--- src/rtl/tlca_ram.sv ---
module tlca_ram #(
  parameter int WIDTH = 8,
  parameter int DEPTH = 16
) (
  input  logic                     clk,
  input  logic                     we,
  input  logic [$clog2(DEPTH)-1:0] waddr,
  input  logic [WIDTH-1:0]         wdata,
  input  logic [$clog2(DEPTH)-1:0] raddr0,
  input  logic [$clog2(DEPTH)-1:0] raddr1,
  output logic [WIDTH-1:0]         rdata0,
  output logic [WIDTH-1:0]         rdata1
);

  logic [WIDTH-1:0] mem [DEPTH];

  // One write port and two registered read ports.
  always_ff @(posedge clk) begin
    if (we) begin
      mem[waddr] <= wdata;
    end
    rdata0 <= mem[raddr0];
    rdata1 <= mem[raddr1];
  end

endmodule

--- config.mk ---
export PLATFORM = sky130hd
export DESIGN_NAME = tlca_ram
export DESIGN_NICKNAME = d
export VERILOG_FILES = /design/src/rtl/tlca_ram.sv
export SDC_FILE = /design/constraint.sdc
export NUM_CORES = 1
export LEC_CHECK = 0
export BUFFER_PORTS_ARGS = -buffer_cell sky130_fd_sc_hd__buf_2
export CAP_MARGIN = 20
export CORE_MARGIN = 4
export CORE_UTILIZATION = 55
export CTS_CLUSTER_DIAMETER = 40
export CTS_CLUSTER_SIZE = 40
export DETAILED_ROUTE_END_ITERATION = 7
export PLACE_DENSITY = 0.82
export SLEW_MARGIN = 20
export SYNTH_ARGS = -nofsm -noshare
export SYNTH_HDL_FRONTEND = slang
export SYNTH_SLANG_ARGS = --single-unit
export TNS_END_PERCENT = 1
--- constraint.sdc ---
create_clock -name clk -period 1.7 [get_ports clk]
set_input_delay 0.34 -clock clk [delete_from_list [all_inputs] [get_ports clk]]
set_output_delay 0.34 -clock clk [all_outputs]
set_load 0.005 [all_outputs]
Yosys cells after proc, flatten, opt, wreduce, memory -nomap -nowiden
Memory sizes are Yosys's and may differ from the RTL's. A register that Yosys moved wholly into a read port is not among the register bits.
Cells that the tools add are included.

storage, ports and cells
  register bits = 0
  memory bits (writable) = 128
  input bits = 22
  word-level logic and storage cells = 3
  memories = 1

memories
  memory  depth  bits a word  rd ports  clocked after memory_dff  write ports  RTL line  RTL
  mem     16     8            2         2                         1            15        logic [WIDTH-1:0] mem [DEPTH];

operators by class
  muxes and demuxes = 2

operator list
  kind               count
  1-bit two-way mux  2

Depth between registers and ports, before layout
Gate-level depths: netlist (run 1).

  word-level depth = 2
  depth in mapped cells = 5
  gate-level depth less buffers = 3

Least setup slack after synthesis (run 1)
No wires, ideal clock.

  path type = input to register
  start = input port waddr[2]
  end = memory mem[0][0], enable pin
  library setup time = 383 ps
  arrival time = 1,450 ps
  data required time = 1,317 ps
  path slack = -133 ps
  stages on the path = 2
  path buffers = 0
  cells stage by stage = or3b_2 -> nor3_1

RTL lines
  item             RTL line  RTL
  start, declared  7         input logic [$clog2(DEPTH)-1:0] waddr,
  end, declared    15

Straight into the memory's write port.

==> flow_summary_export.csv, run 1 <==
group,metric,value,unit
run_status,status,"finished, final reports clean",
global_route,gr-total-overflow,0,
drt,post_drt_wl_per_cell,27.3,µm
placement,dpl_cell_area,6860,µm²
clock_tree,numCtsBuffers,17,
sta,max-slew-margin-rel,0.339,
clock_tree,h-tree-depth,4,
sta,timing.final.hold_violations,0,
floorplanning,die_x,115,µm
logic_synthesis,synthDistinctLibCells,20,
logic_synthesis,synth_largest_area_cell,"edfxtp_1",
power,p_sw_frac,0.216,
floorplanning,row_count,38,
critical_path,worstSetupPathType,"flip-flop to flip-flop",
drt,dr_total_vias,3582,
logic_synthesis,synth_area_leaders,"edfxtp_1 (61%), mux4_2 (12%), mux4_1 (12%), dfxtp_1 (5.0%), a22oi_1 (3.8%)",
cells_and_area,area_delta_synth_final,17.1,%
drt,drc,0,
logic_synthesis,synth_fp_nets,329,
global_route,first_global_vias,3741,
global_route,antenna_found_initial,0,
clock_tree,clockRootBuffer,"clkbuf_16",
logic_synthesis,async_reset_ff_frac,0,
placement,dpl.cell_count,500,
logic_synthesis,syn_inst,307,
job,max_cap_violations,0,
power,combPwrFrac,0.074,
global_route,grt_pass1_wl,22100,µm
drt,wirelength,14500,µm
sta,finClkSkew,6.58,ps
floorplanning,start_util,0.573,
global_route,grt_util_all_layers,0.239,
power,ir_drop,0.000971,V
placement,portBuffers,37,
clock_tree,cts_resized,0,
floorplanning,core,11100,µm²
power,pwr_density_cell,1100,nW/µm²
logic_synthesis,synth_warnings,0,
placement,place_hpwl,9600,µm
cells_and_area,fin_util,0.671,
logic_synthesis,synth_most_common_cell,"edfxtp_1",
sta,tightestPinTransition,989,ps
logic_synthesis,synth_area_per_cell,20.7,µm²
critical_path,required,2000,ps
critical_path,crit_buf_inv,0,
critical_path,cp_slowest_cell,"mux4_4",
clock_tree,clockBufferDepth,2,
drt,detail-route-antenna-nets,0,
power,p_clk_frac,0.436,
logic_synthesis,seq_area_frac_synth,0.656,
power,power,8170,µW
logic_synthesis,synthTopCellsByCount,"edfxtp_1 (128), mux4_2 (34), a22oi_1 (32)",
floorplanning,die_area,13300,µm²
clock_tree,post_cts_buffers,0,
critical_path,critPathArrivalTime,1770,ps
clock_tree,cts_tree,"built",
floorplanning,pin_count,38,
global_route,grt_max_degree,32,
power,internal_power,6410,µW
power,p_sw,1760,µW
sta,fin_crit_sh,0.869,
sta,slew_violations,0,
cells_and_area,nNetsFinal,401,
critical_path,slowest_delay,620,ps
critical_path,crit_chain,"mux4_4 > a22oi_1 > nand2_1",
logic_synthesis,synth_top_area_share,0.606,
critical_path,worstSetupStartpointType,"flip-flop",
logic_synthesis,ys_ff_latch,144,
sta,fmaxAchievable,677,MHz
drt,drt-pass1-iter-count,5,
placement,dp_slack,-99.2,ps
critical_path,cp_top_family,"multiplexers",
sta,rsz0062_at_grt,"false",
cells_and_area,final_cells,532,
drt,via_per_inst,6.73,
critical_path,crit_path_max_fanout,2,
logic_synthesis,syn_area,6350,µm²
clock_tree,clock-sinks,144,
drt,dr.first_iter.drc_count,474,
cells_and_area,drive_gt1_frac,0.360,
logic_synthesis,synth_edf_count,128,
cells_and_area,postLayoutCellArea,7430,µm²
clock_tree,clkLatencyLatePin,420,ps
power,seqPwrFrac,0.490,
floorplanning,die_h,115,µm
clock_tree,path_clk_slew,60,ps
logic_synthesis,ys_dominant_reg_cell,"edfxtp_1",
sta,fin_ws,223,ps
clock_tree,ctsHoldBuffers,0,
min_path,hp-class,"input port to flip-flop",
placement,place_congestion,0.838,
sta,fin_crit,1480,ps
critical_path,worstSetupEndpointType,"flip-flop",
power,p_leak,0.00263,µW
cells_and_area,antenna_cells,0,
sta,finalSetupViolCount,0,
==> metrics by stage <==
stage | hold WS (ps) | setup TNS, ps
floorplan | 439 | 0
finish | 290 | 0
global placement | 679 | -234
detailed placement | 694 | -435
global route | 292 | 0
CTS | 281 | 0
==> layer usage <==
metal / vias to the layer above / routed length (µm) / part of all wire / global-route usage
li1: 1487 / - / - / -
met1: 1807 / 5360 / 0.37 / 0.320
met2: 239 / 7120 / 0.49 / 0.381
met3: 49 / 1580 / 0.11 / 0.0611
met4: 0 / 493 / 0.034 / 0.0986
met5: - / 0 / 0 / 0
==> kinds of logic (layout without fill, tap and decap cells) <==
group           count (synthesis)  after routing  synth area share
compound gates                 32             32            0.0379
buf+inv                        20            105            0.0272
flops                         144            144             0.656
mux                            64             64             0.244
simple gates                   47             47            0.0343
==> final timing paths <==
| check | end | slack, ps | cells after the start | startpoint |
|---|---|---|---|---|
| setup / recovery | rdata0[0] | 220 | 3 | mem[3][0] |
| hold / removal | mem[7][5] | 290 | 1 | wdata[5] |
| setup reg to reg | rdata0[0] | 220 | 3 | mem[3][0] |
| hold reg to reg | rdata0[3] | 710 | 3 | mem[5][3] |
==> area by class of cell <==
class                   count  area, µm²
clock buffers              18        429
flip-flops and latches    144       4160
well taps                 140        175
fillers                   701       3650
clock inverters            14        141
multi-input cells         143       2010
repair buffers             73        505
==> power groups by stage <==
stage | Combinational, µW | Clock [µW] | Sequential (µW)
after floorplan | 358 | 0 | 4070
after global placement | 584 | 0 | 4070
after detailed placement | 600 | 0 | 4070
after CTS | 603 | 3600 | 4000
after global routing | 647 | 3780 | 4010
final | 604 | 3560 | 4000
==> sequential cells by signal, indices dropped and copies added (netlist names) <==
| signal | count |
|---|---|
| rdata1 | 8 |
| mem | 128 |
| rdata0 | 8 |
==> placed cells by master (no fill, tap or decap), drive strengths merged <==
master | Yosys | final
edfxtp | 128 | 128
buf | 14 | 73
mux4 | 64 | 64
a22oi | 32 | 32
clkbuf | 0 | 18
nand2 | 17 | 17
dfxtp | 16 | 16
nor2 | 14 | 14
clkinv | 0 | 7
nor3 | 4 | 4
clkinvlp | 0 | 3
nor2b | 2 | 2
and2 | 2 | 2
and2b | 2 | 2
nand3b | 2 | 2
nand2b | 2 | 2
bufinv | 0 | 2
inv | 0 | 2
nand3 | 1 | 1
or3b | 1 | 1
Power figures use the tool's default switching activity.
==> run 2, diff against run 1 <==
--- a/config.mk
+++ b/config.mk
@@ -9,6 +9,7 @@
 export CAP_MARGIN = 20
 export CORE_MARGIN = 4
 export CORE_UTILIZATION = 55
+export CTS_BUF_LIST = sky130_fd_sc_hd__clkbuf_16
 export CTS_CLUSTER_DIAMETER = 40
 export CTS_CLUSTER_SIZE = 40
 export DETAILED_ROUTE_END_ITERATION = 7
==> run 2 against run 1 <==
Effect of this change: sequential power barely moved; via count barely moved; worst hold slack got worse by 1.4 ps; global-route usage did not move; register-to-register slack barely moved; sequential cell count did not move; non-clock buffer count did not move; maximum frequency barely moved; sequential share of layout area did not move; critical endpoint unchanged.
==> flow_summary_export.csv, run 2 (synthesis gave the netlist of run 1 again) <==
group,metric,value,unit
critical_path,critPathArrivalTime,1770,ps
sta,fmaxAchievable,677,MHz
global_route,grt_util_all_layers,0.239,
global_route,grt_max_degree,32,
clock_tree,ctsHoldBuffers,0,
cells_and_area,largest_reg_flops,128,
drt,drc,0,
floorplanning,pin_count,38,
clock_tree,clkLatencyLatePin,420,ps
clock_tree,post_cts_buffers,0,
sta,finClkSkew,6.61,ps
drt,detail-route-antenna-nets,0,
clock_tree,clockRootBuffer,"clkbuf_16",
global_route,gr-total-overflow,0,
floorplanning,die_x,115,µm
sta,fin_crit,1480,ps
critical_path,required,2000,ps
critical_path,rrSetupSlack,220,ps
cells_and_area,regMostFlops,"mem",
sta,max-slew-margin-rel,0.339,
critical_path,rr_endpoint,"rdata0[0]",
critical_path,crit_chain,"mux4_4 > a22oi_1 > nand2_1",
run_status,status,"finished, final reports clean",
sta,rsz0062_at_grt,"false",
cells_and_area,nNetsFinal,401,
sta,finalSetupViolCount,0,
floorplanning,row_count,38,
sta,tightestPinTransition,989,ps
power,p_sw_frac,0.216,
cells_and_area,top_regs,"mem: 128 flops, rdata0: 8 flops, rdata1: 8 flops",
clock_tree,h-tree-depth,4,
floorplanning,start_util,0.573,
clock_tree,numCtsBuffers,17,
critical_path,r2r_start,"mem[3][0]",
cells_and_area,layout_commonest_cell,"edfxtp_1",
critical_path,worstSetupPathType,"flip-flop to flip-flop",
critical_path,reg2reg_depth,3,
drt,dr_total_vias,3583,
power,internal_power,6400,µW
placement,place_congestion,0.838,
clock_tree,path_clk_slew,60,ps
job,max_cap_violations,0,
sta,fin_crit_sh,0.869,
drt,wirelength,14600,µm
placement,place_hpwl,9600,µm
clock_tree,cts_tree,"built",
min_path,whs_path_depth,1,
min_path,holdPathEnd,"mem[7][5]",
power,ir_drop,0.000971,V
cells_and_area,antenna_cells,0,
power,pwr_density_cell,1100,nW/µm²
global_route,antenna_found_initial,0,
power,power,8160,µW
clock_tree,cts_resized,0,
power,seqPwrFrac,0.490,
power,combPwrFrac,0.074,
cells_and_area,layout_common_cells,"edfxtp_1 (128), buf_2 (37), mux4_2 (34)",
critical_path,crit_path_max_fanout,2,
power,p_sw,1760,µW
power,p_leak,0.00263,µW
clock_tree,clockBufferDepth,2,
critical_path,worstSetupStartpointType,"flip-flop",
clock_tree,clock-sinks,144,
critical_path,cp_slowest_cell,"mux4_4",
critical_path,slowest_delay,620,ps
drt,post_drt_wl_per_cell,27.4,µm
global_route,first_global_vias,3741,
drt,via_per_inst,6.73,
sta,slew_violations,0,
floorplanning,die_area,13300,µm²
power,p_clk_frac,0.436,
min_path,hold_path.startpoint,"wdata[5]",
sta,timing.final.hold_violations,0,
placement,portBuffers,37,
cells_and_area,drive_gt1_frac,0.360,
cells_and_area,area_delta_synth_final,17.1,%
critical_path,worstSetupEndpointType,"flip-flop",
drt,dr.first_iter.drc_count,476,
global_route,grt_pass1_wl,22100,µm
cells_and_area,fin_util,0.671,
floorplanning,die_h,115,µm
floorplanning,core,11100,µm²
min_path,hp-class,"input port to flip-flop",
drt,drt-pass1-iter-count,5,
## run 2: cell type report
class / instances / area, µm²
Sequential cell: 144 / 4160
Fill cell: 701 / 3650
Multi-Input combinational cell: 143 / 2010
Timing Repair Buffer: 73 / 505
Clock buffer: 17 / 425
Tap cell: 140 / 175
Clock inverter: 15 / 145
## run 2: routing by layer
layer	GRT usage	vias up	routed length, µm
li1	-	1487	-
met1	0.320	1808	5370
met2	0.381	239	7110
met3	0.0611	49	1580
met4	0.0986	0	493
met5	0	-	0
## run 2: metrics by stage
stage / hold slack, ps / area [µm²] / cells / worst slack [ps] / setup TNS, ps
global placement: 679 / 6860 / 500 / -82.7 / -234
CTS: 281 / 7430 / 532 / 213 / 0
detailed placement: 694 / 6860 / 500 / -99.2 / -435
floorplan: 439 / 6350 / 307 / 93.9 / 0
finish: 288 / 7430 / 532 / 223 / 0
global route: 291 / 7430 / 532 / 149 / 0
## run 2: power groups by stage
stage	Clock [µW]	Sequential [µW]	Combinational (µW)
2_1_floorplan	0	4070	358
3_3_place_gp	0	4070	584
3_5_place_dp	0	4070	600
4_1_cts	3590	4000	603
5_1_grt	3770	4010	647
6_report	3560	4000	604
## run 2: worst max path at each step
stage,from,endpoint
global placement,raddr0[0],rdata0[6]
floorplan,waddr[2],mem[3][0]
detailed placement,raddr1[0],rdata1[2]
global route,mem[3][0],rdata0[0]
CTS,mem[3][0],rdata0[0]
finish,mem[3][0],rdata0[0]
## run 2: critical path: cells and delay by family, from the launching register on
kind,cells,cell delay [ps]
AOI/OAI and AO/OA,1,240
DFF,1,390
muxes,1,620
and+or+nand+nor,1,110
==> run 3, diff against run 2 <==
--- a/config.mk
+++ b/config.mk
@@ -5,6 +5,7 @@
 export SDC_FILE = /design/constraint.sdc
 export NUM_CORES = 1
 export LEC_CHECK = 0
+export ABC_AREA = 1
 export BUFFER_PORTS_ARGS = -buffer_cell sky130_fd_sc_hd__buf_2
 export CAP_MARGIN = 20
 export CORE_MARGIN = 4
==> run 3 against run 2 <==
Effect of this change: clock skew shrank 0.59 ps; wire length grew 34%; non-clock buffer count shrank 2; via count grew 71%; die area grew 13%; critical path depth shrank 2; clock power grew 6.5%; worst hold slack lost 26 ps.
==> flow_summary_export.csv, run 3 <==
group,metric,value,unit
cells_and_area,regMostFlops,"mem",
drt,dr_total_vias,6126,
sta,tns,0,ps
critical_path,crit_start,"rdata1[1]",
floorplanning,core,12800,µm²
power,power,8600,µW
critical_path,critPathArrivalTime,940,ps
logic_synthesis,synth_area_per_cell,8.53,µm²
sta,fin_crit,1280,ps
critical_path,worstSetupPathType,"flip-flop to output pin",
placement,place_congestion,0.915,
run_status,status,"finished, final reports clean",
logic_synthesis,syn_inst,851,
sta,finalSetupViolCount,0,
critical_path,crit_buf_inv,1,
drt,detail-route-antenna-nets,0,
critical_path,cp_slowest_cell,"dfxtp_1",
drt,drc,0,
sta,holdWs,262,ps
critical_path,path_depth,1,
clock_tree,cts_tree,"built",
floorplanning,die_area,15100,µm²
critical_path,rrSetupSlack,640,ps
floorplanning,pin_count,38,
drt,drt-pass1-iter-count,6,
cells_and_area,antenna_cells,0,
critical_path,slowest_delay,380,ps
critical_path,rr_endpoint,"rdata0[0]",
logic_synthesis,synth_fp_nets,873,
global_route,grt_max_degree,65,
power,pwr_density_cell,1040,nW/µm²
clock_tree,path_clk_slew,60,ps
logic_synthesis,ys_ff_latch,144,
drt,via_per_inst,5.68,
global_route,grt_pass1_wl,30800,µm
critical_path,worstSetupEndpointType,"output pin",
cells_and_area,postLayoutCellArea,8270,µm²
logic_synthesis,async_reset_ff_frac,0,
logic_synthesis,synth_largest_area_cell,"edfxtp_1",
clock_tree,numCtsBuffers,17,
logic_synthesis,synth_most_common_cell,"nand2_1",
drt,dr.first_iter.drc_count,880,
min_path,hp-class,"input port to flip-flop",
cells_and_area,drive_gt1_frac,0.113,
cells_and_area,layout_commonest_cell,"nand2_1",
clock_tree,h-tree-depth,4,
cells_and_area,nNetsFinal,915,
clock_tree,clkLatencyLatePin,420,ps
floorplanning,die_h,123,µm
global_route,antenna_found_initial,0,
clock_tree,clock-sinks,144,
critical_path,cp_top_family,"flip-flops",
placement,place_hpwl,11900,µm
job,max_cap_violations,0,
critical_path,worstSetupStartpointType,"flip-flop",
drt,post_drt_wl_per_cell,18.1,µm
clock_tree,cts_resized,0,
sta,timing.final.hold_violations,0,
cells_and_area,layout_common_cells,"nand2_1 (277), nand3_1 (225), inv_1 (137)",
logic_synthesis,synthTopCellsByCount,"nand2_1 (277), nand3_1 (225), inv_1 (134)",
cells_and_area,seq_area,4160,µm²
power,ir_drop,0.000737,V
placement,dp_slack,230,ps
placement,dpl_cell_area,7670,µm²
sta,fin_ws,416,ps
cells_and_area,area_delta_synth_final,14.0,%
clock_tree,post_cts_buffers,0,
critical_path,crit_chain,"buf_2",
logic_synthesis,ys_dominant_reg_cell,"edfxtp_1",
power,p_leak,0.00380,µW
logic_synthesis,synth_top_area_share,0.529,
clock_tree,clockRootBuffer,"clkbuf_16",
critical_path,crit_path_max_fanout,1,
critical_path,crit_end,"rdata1[1]",
global_route,first_global_vias,6030,
cells_and_area,fill_cells,1014,
critical_path,r2r_start,"mem[5][0]",
floorplanning,row_count,41,
logic_synthesis,synth_area_leaders,"edfxtp_1 (53%), nand3_1 (16%), nand2_1 (14%), inv_1 (6.9%), dfxtp_1 (4.4%)",
drt,wirelength,19500,µm
floorplanning,die_x,123,µm
sta,finClkSkew,6.01,ps
global_route,gr-total-overflow,0,
sta,fmaxAchievable,779,MHz
placement,portBuffers,37,
logic_synthesis,syn_area,7260,µm²
sta,max-slew-margin-rel,0.714,
logic_synthesis,synth_warnings,0,
cells_and_area,largest_reg_flops,128,
global_route,grt_util_all_layers,0.274,
critical_path,required,1360,ps
clock_tree,clockBufferDepth,2,
sta,slew_violations,0,
critical_path,reg2reg_depth,6,
logic_synthesis,synth_edf_count,128,
sta,rsz0062_at_grt,"false",
clock_tree,ctsHoldBuffers,0,
floorplanning,start_util,0.568,
cells_and_area,multi_input_area,2240,µm²
logic_synthesis,seq_area_frac_synth,0.574,
cells_and_area,top_regs,"mem: 128 flops, rdata0: 8 flops, rdata1: 8 flops",
logic_synthesis,synthDistinctLibCells,13,
sta,tightestPinTransition,429,ps
sta,fin_crit_sh,0.755,
## run 3: cell type report
class,instances,area share
Inverter,138,0.0626
Sequential cell,144,0.503
Multi-Input combinational cell,521,0.271
Tap cell,172,0.0260
Clock inverter,15,0.0215
Timing Repair Buffer,71,0.0638
Clock buffer,17,0.0514
## run 3: worst min path at each step
| stage | endpoint | startpoint | slack [ps] | cells after the start |
|---|---|---|---|---|
| 5_1_grt | rdata1[1] | raddr1[3] | 260 | 3 |
| 3_3_place_gp | rdata1[5] | mem[2][5] | 670 | 6 |
| 2_1_floorplan | mem[0][0] | wdata[0] | 440 | 0 |
| 6_report | rdata1[1] | raddr1[3] | 260 | 3 |
| 4_1_cts | rdata1[1] | raddr1[3] | 250 | 3 |
| 3_5_place_dp | rdata1[5] | mem[2][5] | 670 | 6 |
## run 3: kinds of logic after synthesis
| kind of cell | after synthesis | synth area share |
|---|---|---|
| and+or+nand+nor | 521 | 0.309 |
| DFF | 144 | 0.574 |
| buffers and inverters | 186 | 0.117 |
## run 3: layer usage
metal	vias to the layer above	share of wire	track usage
li1	2825	-	-
met1	2759	0.36	0.336
met2	456	0.47	0.430
met3	86	0.12	0.0724
met4	0	0.050	0.174
met5	-	0	0
## run 3: stage by stage
stage               std cells   util
global placement         1046  0.600
detailed placement       1046  0.600
floorplan                 851      -
finish                   1078  0.648
global route             1078  0.648
CTS                      1078  0.648
## run 3: where the power goes
group / total (µW) / internal [µW] / switching [µW] / leakage, µW
Combinational: 811 / 267 / 543 / 0.00220
Clock: 3790 / 2420 / 1380 / 0.000301
Sequential: 4000 / 3960 / 36.6 / 0.00129
Total: 8600 / 6640 / 1960 / 0.00380
## run 3: worst reg2reg max path, stage by stage, from the launching register on
cell and delay [ps]:
edfxtp_1 360, inv_1 180, nand2_1 90, nand3_1 80
nand3_1 70, nand3_1 100, nand2_1 60
