==> src/rtl/tlca_pkg.sv <==
package tlca_pkg;

  // Tree size and lifting depth.
  localparam int NODE_SLOTS   = 1024;
  localparam int LIFT_LEVELS  = 10;
  localparam int NODE_W       = $clog2(NODE_SLOTS);
  localparam int LVL_W        = $clog2(LIFT_LEVELS);
  localparam int ANC_DEPTH    = NODE_SLOTS * LIFT_LEVELS;
  localparam int ANC_AW       = $clog2(ANC_DEPTH);

  // Fixed field widths of the stream words.
  localparam int NODE_FIELD_W = 10;
  localparam int DEPTH_W      = 10;
  localparam int DIST_W       = 11;
  localparam int IN_TDATA_W   = 24;
  localparam int OUT_TDATA_W  = 16;

  typedef logic [NODE_W-1:0]  node_t;
  typedef logic [LVL_W-1:0]   lvl_t;
  typedef logic [ANC_AW-1:0]  anc_addr_t;
  typedef logic [DEPTH_W-1:0] depth_t;
  typedef logic [DIST_W-1:0]  dist_t;

  localparam depth_t DEPTH_MAX = '1;
  localparam lvl_t   LVL_TOP   = lvl_t'(LIFT_LEVELS - 1);
  localparam node_t  ROOT_NODE = node_t'(1);

  // Request kinds carried in tuser.
  localparam logic REQ_INSERT = 1'b0;
  localparam logic REQ_QUERY  = 1'b1;

  typedef enum logic [3:0] {
    S_IDLE,
    S_INS_DEP,
    S_INS_RD,
    S_INS_WR,
    S_Q_DEP,
    S_Q_ORD,
    S_P1_ANC,
    S_P1_DEP,
    S_P2,
    S_MEET_A,
    S_MEET_D,
    S_RES
  } state_t;

  // Port bundle from the sequencer to the ancestor RAM.
  typedef struct packed {
    logic      we;
    anc_addr_t waddr;
    node_t     wdata;
    anc_addr_t raddr0;
    anc_addr_t raddr1;
  } anc_req_t;

  // Port bundle from the sequencer to the depth RAM.
  typedef struct packed {
    logic   we;
    node_t  waddr;
    depth_t wdata;
    node_t  raddr0;
    node_t  raddr1;
  } dep_req_t;

  // Row-major location of level lvl of a node's ancestor row.
  function automatic anc_addr_t anc_addr(node_t node, lvl_t lvl);
    return anc_addr_t'(node) * anc_addr_t'(LIFT_LEVELS) + anc_addr_t'(lvl);
  endfunction

endpackage

==> src/rtl/tlca_core.sv <==
module tlca_core (
  input  logic                            clk,
  input  logic                            rst_n,
  input  logic                            in_valid,
  output logic                            in_ready,
  input  logic                            in_type,
  input  logic [tlca_pkg::NODE_FIELD_W-1:0] in_a,
  input  logic [tlca_pkg::NODE_FIELD_W-1:0] in_b,
  output logic                            res_valid,
  input  logic                            res_ready,
  output tlca_pkg::dist_t                 res_dist,
  output tlca_pkg::anc_req_t              anc_req,
  input  tlca_pkg::node_t                 anc_q0,
  input  tlca_pkg::node_t                 anc_q1,
  output tlca_pkg::dep_req_t              dep_req,
  input  tlca_pkg::depth_t                dep_q0,
  input  tlca_pkg::depth_t                dep_q1
);

  tlca_pkg::state_t state_r, state_nxt;

  tlca_pkg::node_t  a_r, a_nxt, b_r, b_nxt;
  tlca_pkg::node_t  w_r, w_nxt, up_r, up_nxt;
  tlca_pkg::node_t  deep_r, deep_nxt, shal_r, shal_nxt;
  tlca_pkg::lvl_t   k_r, k_nxt;
  tlca_pkg::depth_t da_r, da_nxt, db_r, db_nxt, dshal_r, dshal_nxt;
  tlca_pkg::dist_t  dist_r, dist_nxt;

  // Flags that make the root and the sentinel read as zero.
  logic z_a0_r, z_a1_r, z_d0_r, z_d1_r;

  tlca_pkg::node_t  ra0_node, ra1_node, rd0_node, rd1_node;
  tlca_pkg::lvl_t   ra0_lvl, ra1_lvl;
  tlca_pkg::node_t  in_a_slot, in_b_slot;

  tlca_pkg::node_t  a0, a1;
  tlca_pkg::depth_t d0, d1;
  logic             k_last;
  tlca_pkg::lvl_t   k_dn;
  logic             p1_take, p2_diff, q_lt;
  tlca_pkg::node_t  p1_deep, p2_deep, p2_shal;
  tlca_pkg::depth_t ins_depth;

  assign in_a_slot = in_a[tlca_pkg::NODE_W-1:0];
  assign in_b_slot = in_b[tlca_pkg::NODE_W-1:0];

  // Read data with the root and sentinel rows forced to zero.
  assign a0 = z_a0_r ? '0 : anc_q0;
  assign a1 = z_a1_r ? '0 : anc_q1;
  assign d0 = z_d0_r ? '0 : dep_q0;
  assign d1 = z_d1_r ? '0 : dep_q1;

  // Shared compare unit: level count, depth order and lift decisions.
  assign k_last    = (k_r == '0);
  assign k_dn      = k_last ? '0 : k_r - tlca_pkg::lvl_t'(1);
  assign q_lt      = (d0 < d1);
  assign p1_take   = (d0 >= dshal_r);
  assign p1_deep   = p1_take ? up_r : deep_r;
  assign p2_diff   = (a0 != a1);
  assign p2_deep   = p2_diff ? a0 : deep_r;
  assign p2_shal   = p2_diff ? a1 : shal_r;
  assign ins_depth = (d1 >= tlca_pkg::DEPTH_MAX) ? tlca_pkg::DEPTH_MAX
                                                 : d1 + tlca_pkg::depth_t'(1);

  // Next state.
  always_comb begin
    state_nxt = state_r;
    unique case (state_r)
      tlca_pkg::S_IDLE: begin
        if (in_valid) begin
          if (in_type == tlca_pkg::REQ_QUERY) begin
            state_nxt = tlca_pkg::S_Q_DEP;
          end else if (in_a_slot[tlca_pkg::NODE_W-1:1] != '0) begin
            state_nxt = tlca_pkg::S_INS_DEP;
          end
        end
      end
      tlca_pkg::S_INS_DEP: state_nxt = tlca_pkg::S_INS_RD;
      tlca_pkg::S_INS_RD:  state_nxt = tlca_pkg::S_INS_WR;
      tlca_pkg::S_INS_WR: begin
        state_nxt = (k_r == tlca_pkg::LVL_TOP) ? tlca_pkg::S_IDLE : tlca_pkg::S_INS_RD;
      end
      tlca_pkg::S_Q_DEP: begin
        if (a_r == tlca_pkg::ROOT_NODE || b_r == tlca_pkg::ROOT_NODE) begin
          state_nxt = tlca_pkg::S_RES;
        end else begin
          state_nxt = tlca_pkg::S_Q_ORD;
        end
      end
      tlca_pkg::S_Q_ORD: begin
        if (da_r != db_r) begin
          state_nxt = tlca_pkg::S_P1_ANC;
        end else if (deep_r == shal_r) begin
          state_nxt = tlca_pkg::S_MEET_D;
        end else begin
          state_nxt = tlca_pkg::S_P2;
        end
      end
      tlca_pkg::S_P1_ANC: state_nxt = tlca_pkg::S_P1_DEP;
      tlca_pkg::S_P1_DEP: begin
        if (!k_last) begin
          state_nxt = tlca_pkg::S_P1_ANC;
        end else if (p1_deep == shal_r) begin
          state_nxt = tlca_pkg::S_MEET_D;
        end else begin
          state_nxt = tlca_pkg::S_P2;
        end
      end
      tlca_pkg::S_P2:     state_nxt = k_last ? tlca_pkg::S_MEET_A : tlca_pkg::S_P2;
      tlca_pkg::S_MEET_A: state_nxt = tlca_pkg::S_MEET_D;
      tlca_pkg::S_MEET_D: state_nxt = tlca_pkg::S_RES;
      tlca_pkg::S_RES:    state_nxt = res_ready ? tlca_pkg::S_IDLE : tlca_pkg::S_RES;
      default:            state_nxt = tlca_pkg::S_IDLE;
    endcase
  end

  // Handshakes and RAM requests for each step.
  always_comb begin
    in_ready      = 1'b0;
    res_valid     = 1'b0;
    ra0_node      = deep_r;
    ra0_lvl       = tlca_pkg::LVL_TOP;
    ra1_node      = shal_r;
    ra1_lvl       = tlca_pkg::LVL_TOP;
    rd0_node      = deep_r;
    rd1_node      = shal_r;
    anc_req.we    = 1'b0;
    anc_req.waddr = tlca_pkg::anc_addr(a_r, k_r);
    anc_req.wdata = a0;
    dep_req.we    = 1'b0;
    dep_req.waddr = a_r;
    dep_req.wdata = ins_depth;
    unique case (state_r)
      tlca_pkg::S_IDLE: begin
        in_ready = 1'b1;
        rd0_node = in_a_slot;
        rd1_node = in_b_slot;
      end
      tlca_pkg::S_INS_DEP: begin
        dep_req.we    = 1'b1;
        anc_req.we    = 1'b1;
        anc_req.waddr = tlca_pkg::anc_addr(a_r, '0);
        anc_req.wdata = b_r;
      end
      tlca_pkg::S_INS_RD: begin
        ra0_node = w_r;
        ra0_lvl  = k_r - tlca_pkg::lvl_t'(1);
      end
      tlca_pkg::S_INS_WR: begin
        anc_req.we = 1'b1;
      end
      tlca_pkg::S_P1_ANC: begin
        rd0_node = a0;
      end
      tlca_pkg::S_P1_DEP: begin
        ra0_node = p1_deep;
        ra0_lvl  = k_last ? tlca_pkg::LVL_TOP : k_dn;
        rd0_node = p1_deep;
      end
      tlca_pkg::S_P2: begin
        ra0_node = p2_deep;
        ra0_lvl  = k_dn;
        ra1_node = p2_shal;
        ra1_lvl  = k_dn;
      end
      tlca_pkg::S_MEET_A: begin
        rd0_node = a0;
      end
      tlca_pkg::S_RES: begin
        res_valid = 1'b1;
      end
      default: begin
      end
    endcase
    anc_req.raddr0 = tlca_pkg::anc_addr(ra0_node, ra0_lvl);
    anc_req.raddr1 = tlca_pkg::anc_addr(ra1_node, ra1_lvl);
    dep_req.raddr0 = rd0_node;
    dep_req.raddr1 = rd1_node;
  end

  assign res_dist = dist_r;

  // Working registers of the walk.
  always_comb begin
    a_nxt     = a_r;
    b_nxt     = b_r;
    w_nxt     = w_r;
    up_nxt    = up_r;
    deep_nxt  = deep_r;
    shal_nxt  = shal_r;
    k_nxt     = k_r;
    da_nxt    = da_r;
    db_nxt    = db_r;
    dshal_nxt = dshal_r;
    dist_nxt  = dist_r;
    case (state_r)
      tlca_pkg::S_IDLE: begin
        a_nxt = in_a_slot;
        b_nxt = in_b_slot;
      end
      tlca_pkg::S_INS_DEP: begin
        k_nxt = tlca_pkg::lvl_t'(1);
        w_nxt = b_r;
      end
      tlca_pkg::S_INS_WR: begin
        w_nxt = a0;
        k_nxt = k_r + tlca_pkg::lvl_t'(1);
      end
      tlca_pkg::S_Q_DEP: begin
        da_nxt    = d0;
        db_nxt    = d1;
        deep_nxt  = q_lt ? b_r : a_r;
        shal_nxt  = q_lt ? a_r : b_r;
        dshal_nxt = q_lt ? d0 : d1;
        dist_nxt  = tlca_pkg::dist_t'(d0) + tlca_pkg::dist_t'(d1);
      end
      tlca_pkg::S_Q_ORD: begin
        k_nxt = tlca_pkg::LVL_TOP;
      end
      tlca_pkg::S_P1_ANC: begin
        up_nxt = a0;
      end
      tlca_pkg::S_P1_DEP: begin
        deep_nxt = p1_deep;
        k_nxt    = k_last ? tlca_pkg::LVL_TOP : k_dn;
      end
      tlca_pkg::S_P2: begin
        deep_nxt = p2_deep;
        shal_nxt = p2_shal;
        k_nxt    = k_dn;
      end
      tlca_pkg::S_MEET_D: begin
        dist_nxt = tlca_pkg::dist_t'(da_r) + tlca_pkg::dist_t'(db_r)
                 - (tlca_pkg::dist_t'(d0) << 1);
      end
      default: begin
      end
    endcase
  end

  // Control state.
  always_ff @(posedge clk) begin
    if (!rst_n) begin
      state_r <= tlca_pkg::S_IDLE;
      k_r     <= '0;
    end else begin
      state_r <= state_nxt;
      k_r     <= k_nxt;
    end
  end

  // Payload registers and read-side zero flags.
  always_ff @(posedge clk) begin
    a_r     <= a_nxt;
    b_r     <= b_nxt;
    w_r     <= w_nxt;
    up_r    <= up_nxt;
    deep_r  <= deep_nxt;
    shal_r  <= shal_nxt;
    da_r    <= da_nxt;
    db_r    <= db_nxt;
    dshal_r <= dshal_nxt;
    dist_r  <= dist_nxt;
    z_a0_r  <= (ra0_node[tlca_pkg::NODE_W-1:1] == '0);
    z_a1_r  <= (ra1_node[tlca_pkg::NODE_W-1:1] == '0);
    z_d0_r  <= (rd0_node[tlca_pkg::NODE_W-1:1] == '0);
    z_d1_r  <= (rd1_node[tlca_pkg::NODE_W-1:1] == '0);
  end

endmodule

==> config.mk <==
export PLATFORM = sky130hd
export DESIGN_NAME = tlca_core
export DESIGN_NICKNAME = d
export VERILOG_FILES = /design/src/rtl/tlca_pkg.sv /design/src/rtl/tlca_core.sv
export SDC_FILE = /design/constraint.sdc
export NUM_CORES = 1
export LEC_CHECK = 0
export ABC_CLOCK_PERIOD_IN_PS = 7150
export BUFFER_PORTS_ARGS = -buffer_cell sky130_fd_sc_hd__buf_4
export CORE_MARGIN = 4
export CORE_UTILIZATION = 53
export CTS_BUF_LIST = sky130_fd_sc_hd__clkbuf_16
export DETAILED_ROUTE_END_ITERATION = 10
export PLACE_DENSITY = 0.79
export SLEW_MARGIN = 5
export SYNTH_ARGS = -nofsm -noshare
export SYNTH_HDL_FRONTEND = slang
export SYNTH_SLANG_ARGS = --single-unit
==> constraint.sdc <==
create_clock -name clk -period 7.15 [get_ports clk]
set_clock_uncertainty 0.1 [all_clocks]
set_input_delay 1.43 -clock clk [delete_from_list [all_inputs] [get_ports clk]]
set_output_delay 1.43 -clock clk [all_outputs]
set_load 0.01 [all_outputs]
# --- After elaboration in Yosys (flattened, before gate mapping) ---
# Index checks and enable logic that the tools add are counted.
op_classes:
  n_lt_le_gt_ge: 3
  muxes: 41
  reduce_logical: 16
  eq_ne: 20
  n_addsub: 9
  n_mul: 3
ops:
  columns: ["operator", "n"]
  rows:
  - ["$mux W10", 13]
  - ["$pmux W10 S3", 3]
  - ["$pmux W4 S12", 1]
  - ["$add A14 B4 Y14", 3]
  - ["$mux W4", 10]
  - ["$pmux W10 S2", 2]
  - ["$mul A10 B3 Y13 const B", 3]
  - ["$logic_not A9 Y1", 4]
  - ["$mux W24", 1]
  - ["$add A10 B10 Y11", 2]
  - ["$pmux W11 S2", 1]
  - ["$eq A10 B1 Y1 const B", 2]
  - ["$eq A10 B10 Y1", 2]
  - ["$eq A4 B4 Y1 const B", 5]
  - ["$ne A10 B10 Y1", 2]
  - ["$pmux W4 S5", 1]
  - ["$eq A4 B3 Y1 const B", 4]
  - ["$pmux W4 S3", 1]
  - ["$sub A11 B11 Y11", 1]
  - ["$add A10 B1 Y10 const B", 1]
  - ["$ge A10 B10 Y1", 1]
  - ["$ge A10 B10 Y1 const B", 1]
  - ["$lt A10 B10 Y1", 1]
  - ["$reduce_bool A9 Y1", 1]
  - ["other kinds (15)", 26]
totals:
  wordCells: 108
  ff_bits: 113
  inputBits: 65
  output_inout_bits: 107

# --- Depth between registers and ports, before layout ---
depth:
  word_depth: 7
  ltp_mapped: 24
  depth_no_buf: 23

# --- Worst setup path after synthesis ---
# Ideal clock, no wire load.
synth_path:
  kind: "input to output"
  startpoint: "input dep_q0[9]"
  endpoint: "output anc_req[26] (netlist bit)"
  path_stages: 22
  t_required_ns: 5.620
  path_buffers: 1
  t_arrival_ns: 6.027
  path_slack_ns: -0.407
  cell_sequence: "nor2b_1 > ha_1 > a21boi_0 > a311oi_4 > nand2_4 > buf_6 > mux2i_4 > nor2_2 > nor2_1 > a21oi_1 > ha_1 > ha_1 > fa_1 > a21o_1 > a21oi_1 > o21a_1 > o211ai_1 > or4_1 > nor3_1 > a211oi_1 > o21ai_1 > xnor2_1"
synth_rtl:
  columns: ["item", "line", "source"]
  rows:
  - ["from (decl)", "tlca_core.sv:16", "input tlca_pkg::depth_t dep_q0,"]
  - ["to (decl)", "tlca_core.sv:12", "output tlca_pkg::anc_req_t anc_req,"]

==> key figures <==
Global routing
  • Tot GR Track Use: 0.338
  • Global-route wire length before repair: slightly below 60000 microns
  • Antenna violations before repair: 0
  • GRT Residual Overflow: 0
  • Largest net degree at the start of global routing: 45
  • Vias in the first global route: 11000

Die
  • Ports: 172
  • Die H: roughly 150 microns
  • Core Rows: 51
  • Core Box Area: 19500 sq um
  • DIE AREA: 22300 sq um
  • Starting density of the core: 0.541
  • Die Width: approximately 150 microns

Timing
  • Peak Freq: 133 MHz
  • Worst-Margin Slew: 1.18 ns
  • Final Hold Viols: 0
  • Hold WS: 0.563 ns
  • Final max-slew violation count: 0
  • Fin crit share: 1.05
  • Endpoints failing setup: 8
  • Minimum clock period: 7.51 ns
  • Worst Setup Slack, final: -0.361 ns
  • RSZ-0062 raised after global routing: yes
  • Setup TNS: -1.90 ns
  • Slew headroom: 0.214

Route
  • DR vias: 11200
  • Post-DRT Antenna Nets: 0
  • Initial DRC Count: 1578
  • Post-Route WL: 40600 microns
  • DR pass1 iterations: 8
  • Drt drc: 0
  • Drt wl/cell: 23.0 microns
  • Drt via density: around 6.3

Clock network
  • CTS Buf Count: 17
  • CTS Sinks: 113
  • TritonCTS clock tree: done
  • Worst skew pair latency: 0.43 ns
  • Reg clk slew, reported paths: 0.05 ns
  • # H-tree levels: 4
  • Clock tree buffer depth: 2
  • Root Buffer Master: clkbuf_16

Pwr
  • Register share of total power: 0.241
  • Clk pwr share: 0.220
  • Switching power: between 1.5 and 2 mW
  • Sw frac: 0.388
  • P_leak: 6.43 nW
  • Pint: 2.40 mW
  • Power Density: between 200 and 300 nW/um^2
  • Worst vdd ir: 0.215 mV
  • Power share of the combinational group: 0.539

Setup path
  • Critical Path Source Type: primary input
  • CP required: 5.62 ns
  • WS Path Type: in2out
  • Worst setup EP type: output port
  • Worst EP arrival: around 6 ns
  • Critical-path maximum fanout: 8

Hold path
  • HP Class: reg2reg

Synth
  • Ys flop type: edfxtp_1
  • Netlist cell types: between 80 and 90
  • Async set or reset register ratio after synthesis: 0
  • Seq cells post-synth: 113
  • Cell taking the most area after synthesis: edfxtp_1
  • Synth area leaders: edfxtp_1 (29%), ha_1 (12%), xnor2_1 (5.3%)
  • Syn Inst Count: 1154
  • Sequential share of the synthesized area: 0.310
  • Syn nets: about 1300
  • Post-synth EDFFs: 101
  • Avg Inst Size Synth: just over 9 sq um
  • Post-synth top area share: 0.287
  • Post-Syn Area: roughly 11000 sq um
  • Synth warnings: 0

Finish
  • Final nets: 1670
  • Layout cells sized above 1: 0.350
  • Filler cells: 1251
  • Area Growth Syn to Fin: 41.4%
  • Antenna diodes: 0
  • Final cell count without fillers: ~1800

Placement
  • Placed instance count: 1679
  • Port Buffer Count: 171
  • Gpl congestion: 1.00
  • HPWL Detailed: 26900 microns

Status
  • Outcome: finished with violations
  • Failing checks: negative setup slack

Run
  • Total of max-cap violations: 0
registers in the layout (all words and copies together) (netlist names), 4 cells and up:
name      count
res_dist     11
a_r          10
b_r          10
da_r         10
db_r         10
deep_r       10
dshal_r      10
shal_r       10
up_r         10
w_r          10
k_r           4
state_r       4
routing by layer:
metal	wire length, microns	vias to the layer above	global-route usage	share of wire
met1	13900	5221	0.392	0.34
met4	2780	0	0.216	0.068
met3	4530	251	0.0665	0.11
met5	0	-	0	0
met2	19400	873	0.573	0.48
li1	-	4859	-	-
layout make-up:
type                       count  area, sq um  share of cell area
clock buffer                  17          425              0.0285
clock inverter                15          153              0.0102
inverter                      93          357              0.0239
multi-input combinational    898         7520               0.503
sequential                   113         3270               0.219
tap                          265          332              0.0222
timing repair buffer         366         2890               0.193
worst max-delay path, cell delays in order:
cell	delay (ns)
buf_4	0.12
nand2b_4	0.07
ha_4	0.19
nand2b_1	0.13
a21o_1	0.21
a311oi_4	0.36
nand2_4	0.20
buf_6	0.17
mux2i_2	0.19
o22a_1	0.23
nand2_2	0.12
ha_4	0.25
ha_4	0.16
fa_2	0.33
a21o_1	0.17
a21oi_2	0.17
buf_4	0.16
xnor2_2	0.07
or4_4	0.57
nor3_2	0.12
a211oi_1	0.06
o21ai_1	0.19
xnor2_1	0.14
buf_4	0.14
cells in the mapped netlist, types with 4 or more instances:
master,instances
dfxtp_1,12
mux2i_1,51
xor2_1,43
nor2b_1,21
a21o_1,18
nor2_1,76
and2b_1,5
nor3_1,24
nor4_1,12
o21bai_1,8
o21ai_1,4
a21oi_1,56
or4_1,9
fa_1,15
clkbuf_1,35
edfxtp_1,101
and3_1,9
nand4_1,7
buf_1,4
o22a_1,11
a2111oi_0,4
buf_2,7
o22ai_1,13
o21ai_0,77
o311a_1,6
mux2_2,10
or3_1,5
nand2_1,88
a222oi_1,8
o211ai_1,10
o21a_1,10
nand2b_1,31
xnor2_1,64
inv_1,90
nand3_1,21
ha_1,101
a31oi_1,11
o31ai_1,6
final timing paths:
check / startpoint / to / slack [ns] / cells after the start
hold / removal: k_r[2] / k_r[2] / 0.56 / 1
setup / recovery: dep_q0[0] / anc_req[26] / -0.36 / 24
hold reg to reg: k_r[2] / k_r[2] / 0.56 / 1
setup reg to reg: z_a1_r / shal_r[3] / 0.68 / 41
repair_timing:
action,CTS,global route
endpoints found under the setup margin,8,14
hold buffers,0,0
buffers inserted,51,23
gates resized for setup,58,84
cloned,1,0
pin swaps,43,38
power by group through the flow:
stage	registers (mW)	clock network (mW)	logic [mW]
global route	0.946	0.885	2.26
finish	0.944	0.862	2.11
floorplan	0.894	0	1.07
global placement	0.937	0	1.80
CTS	0.928	0.847	1.96
detailed placement	0.940	0	1.84
layout by cell type, fill, tap and decap left out, types with 9 or more instances in the layout:
cell type / n
nor2_1: 68
o21ai_0: 74
xnor2_1: 60
buf_6: 31
mux2_2: 10
nand2b_1: 28
dfxtp_1: 12
o22a_1: 11
xor2_1: 40
buf_4: 332
nand2_1: 83
fa_1: 13
a21o_1: 18
inv_1: 86
and3_1: 9
o22ai_1: 13
nand3_1: 19
ha_4: 23
nor4_1: 11
a21oi_1: 48
clkbuf_16: 17
nor2b_1: 20
ha_1: 77
a31oi_1: 11
mux2i_1: 40
edfxtp_1: 101
o211ai_1: 10
nor3_1: 20
per-stage QoR:
| stage | util | worst slack [ns] | instance area (sq um) | power [mW] |
|---|---|---|---|---|
| 2_1_floorplan | - | -0.0118 | 10700 | 1.96 |
| 3_3_place_gp | 0.675 | -0.267 | 13200 | 2.74 |
| 3_5_place_dp | 0.675 | -0.438 | 13200 | 2.78 |
| 4_1_cts | 0.741 | -0.240 | 14500 | 3.74 |
| 5_1_grt | 0.766 | -0.556 | 15000 | 4.10 |
| 6_report | 0.766 | -0.361 | 15000 | 3.92 |
kinds of logic after synthesis:
logic type,after synthesis,synth area share
DFF,113,0.310
AOI/OAI and AO/OA,281,0.178
xor gates and xnor gates,108,0.0902
and+or+nand+nor,330,0.157
adders and majority gates,116,0.148
muxes,63,0.0632
buffers and inverters,143,0.0542
No activity file was read; power rests on OpenSTA's default activity.
